## config.mk

```make
export PLATFORM = sky130hd
export DESIGN_NAME = delta_timer_queue
export DESIGN_NICKNAME = d
export VERILOG_FILES = /design/src/hw/rtl/dtq_pkg.sv /design/src/hw/rtl/dtq_engine.sv /design/src/hw/rtl/delta_timer_queue.sv
export SDC_FILE = /design/constraint.sdc
export NUM_CORES = 1
export LEC_CHECK = 0
export BUFFER_PORTS_ARGS = -buffer_cell sky130_fd_sc_hd__buf_4
export CORE_MARGIN = 2
export CORE_UTILIZATION = 40
export DETAILED_ROUTE_END_ITERATION = 6
export GPL_ROUTABILITY_DRIVEN = 0
export PLACE_DENSITY = 0.56
export SLEW_MARGIN = 0
export SYNTH_ARGS = -nofsm -noshare
export SYNTH_HDL_FRONTEND = slang
export SYNTH_SLANG_ARGS = --single-unit
```

## constraint.sdc

```tcl
create_clock -name i_clk -period 10.98 [get_ports i_clk]
set_input_delay 0.549 -clock i_clk [delete_from_list [all_inputs] [get_ports i_clk]]
set_output_delay 0.549 -clock i_clk [all_outputs]
set_load 0.01 [all_outputs]
```

## src/hw/rtl/dtq_pkg.sv

```systemverilog
`timescale 1ns / 1ps

package dtq_pkg;

    typedef enum logic [1:0] {
        OP_PUSH = 2'd0,
        OP_TICK = 2'd1,
        OP_POP  = 2'd2
    } t_op;

    typedef enum logic [1:0] {
        ST_DONE = 2'd0,
        ST_FULL = 2'd1,
        ST_NONE = 2'd2
    } t_status;

    typedef enum logic [3:0] {
        S_IDLE,
        S_PUSH_CMP,
        S_SHIFT_RD,
        S_SHIFT_WR,
        S_INS_WR,
        S_FIX_WR,
        S_TICK_CHK,
        S_POP_CHK,
        S_UP_WR,
        S_DONE
    } t_state;

    typedef struct packed {
        logic start;
        t_op  op;
    } t_dtq_cmd;

    typedef struct packed {
        logic    idle;
        logic    done;
        t_status status;
        logic    found;
    } t_dtq_rsp;

endpackage

```

## src/hw/rtl/dtq_engine.sv

```systemverilog
`timescale 1ns / 1ps

module dtq_engine
    import dtq_pkg::*;
#(
    parameter int QUEUE_DEPTH = 16,
    parameter int TICK_BITS   = 32,
    parameter int ID_BITS     = 8
) (
    input  logic                 i_clk,
    input  logic                 i_rst_n,
    input  t_dtq_cmd             i_cmd,
    input  logic [ID_BITS-1:0]   i_id,
    input  logic [TICK_BITS-1:0] i_ticks,
    input  logic                 i_out_free,
    output t_dtq_rsp             o_rsp,
    output logic [ID_BITS-1:0]   o_thread
);

    localparam int IW = $clog2(QUEUE_DEPTH);
    localparam int CW = $clog2(QUEUE_DEPTH + 1);
    localparam int EW = ID_BITS + TICK_BITS;

    // Each slot holds {thread, delta}.
    logic [EW-1:0] r_mem [QUEUE_DEPTH];
    logic [EW-1:0] r_rd;

    t_state               r_state, n_state;
    t_op                  r_op, n_op;
    logic [ID_BITS-1:0]   r_id, n_id;
    logic [TICK_BITS-1:0] r_want, n_want;
    logic [TICK_BITS-1:0] r_sum, n_sum;
    logic [TICK_BITS-1:0] r_newd, n_newd;
    logic [IW-1:0]        r_pos, n_pos;
    logic [IW-1:0]        r_k, n_k;
    logic [CW-1:0]        r_count, n_count;
    t_status              r_status, n_status;
    logic                 r_found, n_found;
    logic [ID_BITS-1:0]   r_got, n_got;

    logic [IW-1:0]        rd_addr;
    logic                 we;
    logic [IW-1:0]        wa;
    logic [EW-1:0]        wd;

    logic [TICK_BITS-1:0] au_a, au_b, au_y;
    logic                 au_sub;

    logic [ID_BITS-1:0]   rd_id;
    logic [TICK_BITS-1:0] rd_delta;

    assign rd_id    = r_rd[EW-1:TICK_BITS];
    assign rd_delta = r_rd[TICK_BITS-1:0];

    // The one adder, shared by the push and tick steps.
    assign au_y = au_sub ? (au_a - au_b) : (au_a + au_b);

    always_ff @(posedge i_clk) begin
        if (we) begin
            r_mem[wa] <= wd;
        end
        r_rd <= r_mem[rd_addr];
    end

    always_ff @(posedge i_clk) begin
        if (!i_rst_n) begin
            r_state <= S_IDLE;
            r_count <= '0;
        end else begin
            r_state <= n_state;
            r_count <= n_count;
        end
        r_op     <= n_op;
        r_id     <= n_id;
        r_want   <= n_want;
        r_sum    <= n_sum;
        r_newd   <= n_newd;
        r_pos    <= n_pos;
        r_k      <= n_k;
        r_status <= n_status;
        r_found  <= n_found;
        r_got    <= n_got;
    end

    always_comb begin
        n_state  = r_state;
        n_op     = r_op;
        n_id     = r_id;
        n_want   = r_want;
        n_sum    = r_sum;
        n_newd   = r_newd;
        n_pos    = r_pos;
        n_k      = r_k;
        n_count  = r_count;
        n_status = r_status;
        n_found  = r_found;
        n_got    = r_got;
        rd_addr  = '0;
        we       = 1'b0;
        wa       = r_pos;
        wd       = r_rd;
        au_a     = r_sum;
        au_b     = rd_delta;
        au_sub   = 1'b0;

        unique case (r_state)
            S_IDLE: begin
                if (i_cmd.start) begin
                    n_op     = i_cmd.op;
                    n_id     = i_id;
                    n_want   = i_ticks;
                    n_sum    = '0;
                    n_pos    = '0;
                    n_k      = '0;
                    n_status = ST_DONE;
                    n_found  = 1'b0;
                    n_got    = '0;
                    case (i_cmd.op)
                        OP_PUSH: begin
                            if (r_count == CW'(QUEUE_DEPTH)) begin
                                n_status = ST_FULL;
                                n_state  = S_DONE;
                            end else if (r_count == '0) begin
                                n_state = S_INS_WR;
                            end else begin
                                n_state = S_PUSH_CMP;
                            end
                        end
                        OP_TICK: begin
                            n_state = (r_count == '0) ? S_DONE : S_TICK_CHK;
                        end
                        OP_POP: begin
                            if (r_count == '0) begin
                                n_status = ST_NONE;
                                n_state  = S_DONE;
                            end else begin
                                n_state = S_POP_CHK;
                            end
                        end
                        default: begin
                            n_state = S_DONE;
                        end
                    endcase
                end
            end

            // Walk the list one slot a cycle, keeping the running total.
            S_PUSH_CMP: begin
                if (r_want < au_y) begin
                    n_k     = r_count[IW-1:0];
                    n_state = S_SHIFT_RD;
                end else begin
                    n_sum = au_y;
                    n_pos = r_pos + IW'(1);
                    if (CW'(r_pos) + CW'(1) == r_count) begin
                        n_state = S_INS_WR;
                    end else begin
                        rd_addr = r_pos + IW'(1);
                    end
                end
            end

            S_SHIFT_RD: begin
                rd_addr = r_k - IW'(1);
                n_state = S_SHIFT_WR;
            end

            // Move the tail up by one slot, from the end toward the insert point.
            S_SHIFT_WR: begin
                we  = 1'b1;
                wa  = r_k;
                n_k = r_k - IW'(1);
                if ((r_k - IW'(1)) > r_pos) begin
                    rd_addr = r_k - IW'(2);
                end else begin
                    n_state = S_INS_WR;
                end
            end

            S_INS_WR: begin
                au_a    = r_want;
                au_b    = r_sum;
                au_sub  = 1'b1;
                we      = 1'b1;
                wa      = r_pos;
                wd      = {r_id, au_y};
                n_newd  = au_y;
                n_count = r_count + CW'(1);
                if (CW'(r_pos) < r_count) begin
                    rd_addr = r_pos + IW'(1);
                    n_state = S_FIX_WR;
                end else begin
                    n_state = S_DONE;
                end
            end

            // The entry behind the new one now waits relative to it.
            S_FIX_WR: begin
                au_a    = rd_delta;
                au_b    = r_newd;
                au_sub  = 1'b1;
                we      = 1'b1;
                wa      = r_pos + IW'(1);
                wd      = {rd_id, au_y};
                n_state = S_DONE;
            end

            S_TICK_CHK: begin
                au_a   = rd_delta;
                au_b   = TICK_BITS'(1);
                au_sub = 1'b1;
                if (rd_delta != '0) begin
                    we      = 1'b1;
                    wa      = r_k;
                    wd      = {rd_id, au_y};
                    n_state = S_DONE;
                end else if (CW'(r_k) + CW'(1) == r_count) begin
                    n_state = S_DONE;
                end else begin
                    n_k     = r_k + IW'(1);
                    rd_addr = r_k + IW'(1);
                end
            end

            S_POP_CHK: begin
                if (rd_delta != '0) begin
                    n_status = ST_NONE;
                    n_state  = S_DONE;
                end else begin
                    n_found = 1'b1;
                    n_got   = rd_id;
                    n_count = r_count - CW'(1);
                    if (r_count > CW'(1)) begin
                        n_k     = IW'(1);
                        rd_addr = IW'(1);
                        n_state = S_UP_WR;
                    end else begin
                        n_state = S_DONE;
                    end
                end
            end

            // Close the gap at the front; the count is already reduced here.
            S_UP_WR: begin
                we = 1'b1;
                wa = r_k - IW'(1);
                if (CW'(r_k) < r_count) begin
                    n_k     = r_k + IW'(1);
                    rd_addr = r_k + IW'(1);
                end else begin
                    n_state = S_DONE;
                end
            end

            S_DONE: begin
                if (i_out_free) begin
                    n_state = S_IDLE;
                end
            end
        endcase
    end

    assign o_rsp.idle   = (r_state == S_IDLE);
    assign o_rsp.done   = (r_state == S_DONE);
    assign o_rsp.status = r_status;
    assign o_rsp.found  = r_found;
    assign o_thread     = r_got;

endmodule

```

## src/hw/rtl/delta_timer_queue.sv

```systemverilog
`timescale 1ns / 1ps

// Channel   Direction  Ports          Contents
// s_axis    in         tuser, tdata   operation; thread_id, sleep_ticks
// m_axis    out        tuser, tdata   status; expired_thread, expired_valid
//
// One word is worked on at a time by a sequencer around a single shared adder
// and a one-port-write, one-port-read slot memory.
// Push: walk to the insert point, tail shift, insert, fix of the next delta;
// the walk and the shift together cover every slot of the queue.
// Tick: lower the first nonzero delta. Pop: take a due head, then close the gap.
// A result then sits in the output register; the next word is taken while it
// waits, and the sequencer only holds if a second result is ready before it is taken.
// Synchronous active-low reset empties the queue; slot contents are not cleared.

module delta_timer_queue
    import dtq_pkg::*;
#(
    parameter int QUEUE_DEPTH = 16,
    parameter int TICK_BITS   = 32,
    parameter int ID_BITS     = 8
) (
    input  logic                 i_clk,
    input  logic                 i_rst_n,
    input  logic                 s_axis_tvalid,
    output logic                 s_axis_tready,
    // [ID_BITS-1:0] thread_id, then sleep_ticks, then zero fill
    input  logic [((ID_BITS + TICK_BITS + 7) / 8) * 8 - 1:0] s_axis_tdata,
    // [1:0] operation
    input  logic [1:0]           s_axis_tuser,
    output logic                 m_axis_tvalid,
    input  logic                 m_axis_tready,
    // [ID_BITS-1:0] expired_thread, [ID_BITS] expired_valid, then zero fill
    output logic [((ID_BITS + 1 + 7) / 8) * 8 - 1:0] m_axis_tdata,
    // [1:0] status
    output logic [1:0]           m_axis_tuser
);

    t_dtq_cmd           cmd;
    t_dtq_rsp           rsp;
    logic [ID_BITS-1:0] eng_thread;
    logic               out_free;

    logic               r_m_valid;
    t_status            r_m_status;
    logic [ID_BITS-1:0] r_m_thread;
    logic               r_m_found;

    assign s_axis_tready = rsp.idle;
    assign cmd.start     = s_axis_tvalid & rsp.idle;
    assign cmd.op        = t_op'(s_axis_tuser);
    assign out_free      = !r_m_valid || m_axis_tready;

    dtq_engine #(
        .QUEUE_DEPTH (QUEUE_DEPTH),
        .TICK_BITS   (TICK_BITS),
        .ID_BITS     (ID_BITS)
    ) u_engine (
        .i_clk      (i_clk),
        .i_rst_n    (i_rst_n),
        .i_cmd      (cmd),
        .i_id       (s_axis_tdata[ID_BITS-1:0]),
        .i_ticks    (s_axis_tdata[ID_BITS+TICK_BITS-1:ID_BITS]),
        .i_out_free (out_free),
        .o_rsp      (rsp),
        .o_thread   (eng_thread)
    );

    always_ff @(posedge i_clk) begin
        if (!i_rst_n) begin
            r_m_valid <= 1'b0;
        end else if (rsp.done && out_free) begin
            r_m_valid <= 1'b1;
        end else if (m_axis_tready) begin
            r_m_valid <= 1'b0;
        end
        if (rsp.done && out_free) begin
            r_m_status <= rsp.status;
            r_m_thread <= eng_thread;
            r_m_found  <= rsp.found;
        end
    end

    always_comb begin
        m_axis_tdata              = '0;
        m_axis_tdata[ID_BITS-1:0] = r_m_thread;
        m_axis_tdata[ID_BITS]     = r_m_found;
    end

    assign m_axis_tvalid = r_m_valid;
    assign m_axis_tuser  = r_m_status;

endmodule
```

---- Word-level counts from Yosys, hierarchy flattened ----
Memory sizes are Yosys's and may differ from the RTL's. A register that Yosys moved wholly into a read port is not among the register bits.
Index checks and enable logic that the tools add are counted.
storage, ports and cells
  flip-flop bits (word level) ............. 144
  memory bits (writable) .................. 640
  output and inout bits ................... 20
  memories kept ........................... 1
cells by class
  add/sub/neg operators ................... 10
  order comparisons ....................... 5
  eq/ne operators ......................... 28
  multiplexer cells ....................... 68
  bitwise gates (word level) .............. 1
  reduce and logical (&&, ||, !) cells .... 22
memories
  name            depth  bits a word  rd ports  clocked after memory_dff  write ports  RTL line          RTL
  u_engine.r_mem  16     40           1         1                         1            dtq_engine.sv:25  logic [EW-1:0] r_mem [QUEUE_DEPTH];
operator list
  operator                                                number
  two-way mux 32 bit                                      4
  case mux 32 bit (2 select lines)                        2
  two-way mux 4 bit                                       30
  case mux 40 bit (3 select lines)                        1
  case mux 32 bit (3 select lines)                        1
  case mux 4 bit (10 select lines)                        1
  adder 32 bit                                            1
  less-than comparator 32 bit                             1
  nonzero test 32 bit                                     1
  subtractor 32 bit                                       1
  case mux 4 bit (7 select lines)                         1
  case mux 4 bit (6 select lines)                         1
  == test 4 x 3 -> 1 bit (second input constant)          4
  two-way mux 8 bit                                       2
  case mux 4 bit (4 select lines)                         1
  case mux 8 bit (2 select lines)                         1
  inequality test 2 x 1 -> 1 bit (second input constant)  6
  inequality test 2 bit (second input constant)           6
  case mux 4 bit (3 select lines)                         1
  two-way mux 1 bit                                       11
  adder 4 x 1 -> 5 bit (second input constant)            2
  == test 5 bit                                           2
  less-than comparator 4 x 5 -> 1 bit                     2
  case mux 5 bit (2 select lines)                         1
  36 further kinds                                        50

---- Longest topological paths before layout ----
  depth after elaboration ................. 8
  mapped depth ............................ 44
  depth with buffers taken out ............ 37

---- By module ----
From an unflattened synthesis, not the netlist that was laid out.
second synthesis, totals
  cells, all modules ...................... 3045
  area, all modules ....................... 38192.9 um^2
by module, submodules not included
  module             instances  cells an instance  area an instance (um^2)
  dtq_engine         1          3019               37734.9
  delta_timer_queue  1          26                 457.9

---- Worst setup path after synthesis ----
OpenSTA, ideal clock, no wires.
  kind .................................... register to register
  start ................................... register u_engine.r_state[3]
  end ..................................... register u_engine.r_rd[19] (read register of u_engine.r_mem)
  setup time .............................. 0.147 ns
  arrival ................................. 7.922 ns
  data required time ...................... 10.833 ns
  setup slack ............................. 2.911 ns
  stages on the path, launching flop included .. 37
  period minus slack after synthesis ...... 8.069 ns
  path through ............................ dfxtp_1 > buf_2 > nor2b_1 > buf_2 > nand2_1 > inv_1 > clkbuf_1 > clkbuf_1 > buf_1 > a222oi_1 > ha_1 > nor2b_1 > o2111ai_1 > a2111oi_2 > or3_1 > a21oi_1 > o21bai_1 > a21oi_1 > o21ai_0 > a21oi_1 > o21bai_1 > a21o_1 > xor2_1 > inv_2 > ha_1 > and4_1 > and2_1 > o211ai_1 > or3_1 > a21oi_2 > o211ai_4 > o31ai_4 > buf_4 > buf_2 > mux2_2 > o21ai_0 > a211oi_2
on the way
  word-level cells in the longest chain between the ends .. 8
  elaborated cells on any way between the ends .. 19
  those cells by class .................... add/sub: 2; order compare: 1; eq/ne: 8; mux: 6; reduce/logical: 2
ends and longest elaborated chain
  element                                                   RTL line           RTL
  start, declared                                           dtq_engine.sv:28   t_state r_state, n_state;
  start signal, assigned                                    dtq_engine.sv:70   r_state <= n_state;
  == test 4 x 3 -> 1 bit                                    dtq_engine.sv:106  unique case (r_state)
  OR reduction 2 bit (no source line)                       -
  case mux 32 bit (2 select lines)                          dtq_engine.sv:106
  adder 32 bit / subtractor 32 bit (equally long branches)  dtq_engine.sv:56   assign au_y = au_sub ? (au_a - au_b) : (au_a + au_b);
  two-way mux 32 bit *                                      dtq_engine.sv:56
  net u_engine.au_y[31]                                     dtq_engine.sv:46   logic [TICK_BITS-1:0] au_a, au_b, au_y;
  less-than comparator 32 bit *                             dtq_engine.sv:149  if (r_want < au_y) begin
  two-way mux 4 bit *                                       dtq_engine.sv:149
  case mux 4 bit (7 select lines) *                         dtq_engine.sv:106
  end, declared                                             dtq_engine.sv:26   logic [EW-1:0] r_rd;
The timed path passes the listed nets; every way through them passes the cells marked *.
A chain may end at the register's enable or synchronous reset.

---- Worst setup path after layout ----
  start ................................... register u_engine.r_state[0]
  end ..................................... register u_engine.r_rd[5] (read register of u_engine.r_mem)
The elaborated chain is that of the path after synthesis.

==> impl_metrics.env <==
export IMPL_status="complete, no violations"
export IMPL_synth_edf_count=774
export IMPL_synth_warnings=0
export IMPL_grt_max_degree=109
export IMPL_cts_root_buf="clkbuf_16"
export IMPL_worst_setup_path_type="reg -> reg"
export IMPL_grt_pass1_wl_um=148000
export IMPL_cts_buffers=87
export IMPL_post_route_util=0.457
export IMPL_synth_top_family_by_area="multiplexers"
export IMPL_clk_pin_slew_ps=70
export IMPL_cts_tree="done"
export IMPL_hold_path_class="in -> reg"
export IMPL_cpPeakStageDelay_ps=580
export IMPL_endpoint_kind="flip-flop"
export IMPL_nets=2951
export IMPL_synth_simple_area_share=0.0693
export IMPL_syn_mean_instance_area_um2=13.8
export IMPL_required_ps=11480
export IMPL_tns_ps=0
export IMPL_min_period_ps=10160
export IMPL_area_sequential_um2=24200
export IMPL_syn_area_um2=37800
export IMPL_synthAdderAreaFrac=0.0286
export IMPL_cp_max_fo=58
export IMPL_r2r_setup_slack_ps=820
export IMPL_max_cap_viol_count=0
export IMPL_fillers=8230
export IMPL_start_util=0.404
export IMPL_max_clock_freq_ghz=0.0984
export IMPL_netlist_instances=2742
export IMPL_core_um2=93500
export IMPL_layout_commonest_cell="edfxtp_1"
export IMPL_cts_path_max_buffers=3
export IMPL_async_flop_share=0
export IMPL_cp_start_kind="flip-flop"
export IMPL_drtPass1Iterations=5
export IMPL_multi_input_comb_area_um2=12700
export IMPL_drt_vias_per_instance=5.54
export IMPL_ant_nets=0
export IMPL_clk_latency_ps=660
export IMPL_tightest_slew_ps=1380
export IMPL_fin_skew_ps=37.4
export IMPL_rows=112
export IMPL_synth_compound_gate_area_share=0.0886
export IMPL_maxSlewViolCount=0
export IMPL_grt_pass1_vias=22800
export IMPL_die_height_um=311
export IMPL_port_buffers=58
export IMPL_vias=23000
export IMPL_yosysUniqueCellTypes=81
export IMPL_wire_per_inst_um=24.3
export IMPL_slew_headroom=0.0806
export IMPL_synth_ff_type="edfxtp_1"
export IMPL_synthToLayoutAreaGrowth_pct=13.1
export IMPL_drive_gt1_frac=0.141
export IMPL_setup_violations_final=0
export IMPL_rsz0062_at_grt="false"
export IMPL_ys_seq_area_frac=0.642
export IMPL_final_cell_mix="edfxtp_1, mux2i_1, nand2_1, nor2_1, o21ai_0"
export IMPL_finalCritPeriodShare=0.925
export IMPL_post_cts_setup_buffers=0
export IMPL_drt_wl_total_um=101000
export IMPL_cpMaxStageDelayCell="dfxtp_2"
export IMPL_synthMuxAreaShare=0.131
export IMPL_gr_total_overflow=0
export IMPL_cts_max_level=3
export IMPL_crit_arrival_ps=10660
export IMPL_antenna_found_initial=1
export IMPL_yosys_register_bits=824
export IMPL_ioPinCount=66
export IMPL_hold_viol=0
export IMPL_die_width_um=311
export IMPL_dp_hpwl_um=57800
export IMPL_grt_util_all_layers=0.204
export IMPL_drc=0
export IMPL_cts_sinks=824
export IMPL_first_iter_violations=2017
export IMPL_synth_xor_area_frac=0.0125
export IMPL_dieArea_um2=96900
cell usage after synthesis (17+ instances only):
| cell | count | area, um^2 |
|---|---|---|
| nor3_1 | 24 | 120 |
| o22ai_1 | 55 | 344 |
| nand4_1 | 17 | 106 |
| o21ai_0 | 141 | 706 |
| xor2_1 | 23 | 201 |
| nor2b_1 | 23 | 144 |
| dfxtp_1 | 50 | 1000 |
| ha_1 | 84 | 1050 |
| nor2_1 | 166 | 623 |
| buf_4 | 30 | 225 |
| buf_2 | 33 | 165 |
| nand2b_1 | 22 | 138 |
| and2_1 | 18 | 113 |
| nand2_1 | 213 | 800 |
| mux2_2 | 45 | 507 |
| inv_1 | 76 | 285 |
| buf_1 | 18 | 67.6 |
| nand3_1 | 21 | 105 |
| edfxtp_1 | 774 | 23200 |
| mux2i_1 | 445 | 4450 |
| clkbuf_1 | 66 | 248 |
| xnor2_1 | 31 | 272 |
| a21oi_1 | 90 | 450 |
| a211oi_2 | 41 | 513 |
critical path, delay by kind of cell, from the launching register on:
family	cells	cell delay [ps]
AO/OA/AOI/OAI	17	3730
AND/OR/NAND/NOR	12	3430
buffers and inverters	3	770
adder cells (fa/ha/maj)	2	660
flip-flops	1	580
multiplexers	1	380
XOR/XNOR	2	340
timing repair:
action / 4_1_cts / 5_1_grt
setup endpoints to repair: 0 / 40
gates resized for setup: 0 / 4
hold buffers: 0 / 0
sequential cells by signal (all words and copies together) (netlist names):
register and cells:
m_axis_tuser 2, m_axis_tvalid 1, r_m_found 1, r_m_thread 8, u_engine.o_thread 8, u_engine.r_count 5, u_engine.r_found 1, u_engine.r_id 8
u_engine.r_k 4, u_engine.r_mem 640, u_engine.r_newd 32, u_engine.r_pos 4, u_engine.r_rd 40, u_engine.r_state 4, u_engine.r_status 2, u_engine.r_sum 32
u_engine.r_want 32
worst paths after layout:
check / start / to / cells past startpoint
max reg2reg: u_engine.r_state[0] / u_engine.r_rd[5] / 37
max: u_engine.r_state[0] / u_engine.r_rd[5] / 37
min reg2reg: u_engine.o_thread[0] / r_m_thread[0] / 0
min: s_axis_tdata[8] / u_engine.r_want[0] / 1
cell families after synthesis:
logic type	after synthesis
buffers and inverters	228
adders and majority gates	86
AOI/OAI and AO/OA	490
xor gates and xnor gates	54
muxes	490
DFF	824
other	1
and+or+nand+nor	569
through the flow:
| step | area [um^2] | hold WS, ps | cells | setup slack (ps) |
|---|---|---|---|---|
| 2_1_floorplan | 37800 | 400 | 2748 | 2910 |
| 3_3_place_gp | 39900 | 404 | 3985 | 922 |
| 3_5_place_dp | 39900 | 406 | 3985 | 735 |
| 4_1_cts | 42700 | 32.2 | 4146 | 644 |
| 5_1_grt | 42700 | 47.7 | 4146 | 179 |
| 6_report | 42700 | 68.0 | 4147 | 822 |
layout make-up:
cell class | count | share of cell area
sequential | 824 | 0.568
multi-input combinational | 1696 | 0.297
antenna | 1 | 0.0000586
inverter | 77 | 0.00677
timing repair buffer | 134 | 0.0275
clock buffer | 115 | 0.0565
clock inverter | 46 | 0.00791
tap | 1254 | 0.0367
layer usage:
metal	wire, um	up-vias	GRT usage
met2	48400	681	0.340
li1	-	10600	-
met1	44600	11600	0.277
met5	0	-	0
met3	5140	135	0.0264
met4	2650	0	0.0673
Power is left out: the tool's default activity adds up to more than one toggle a clock period on the data nets, which glitch-free logic cannot reach.
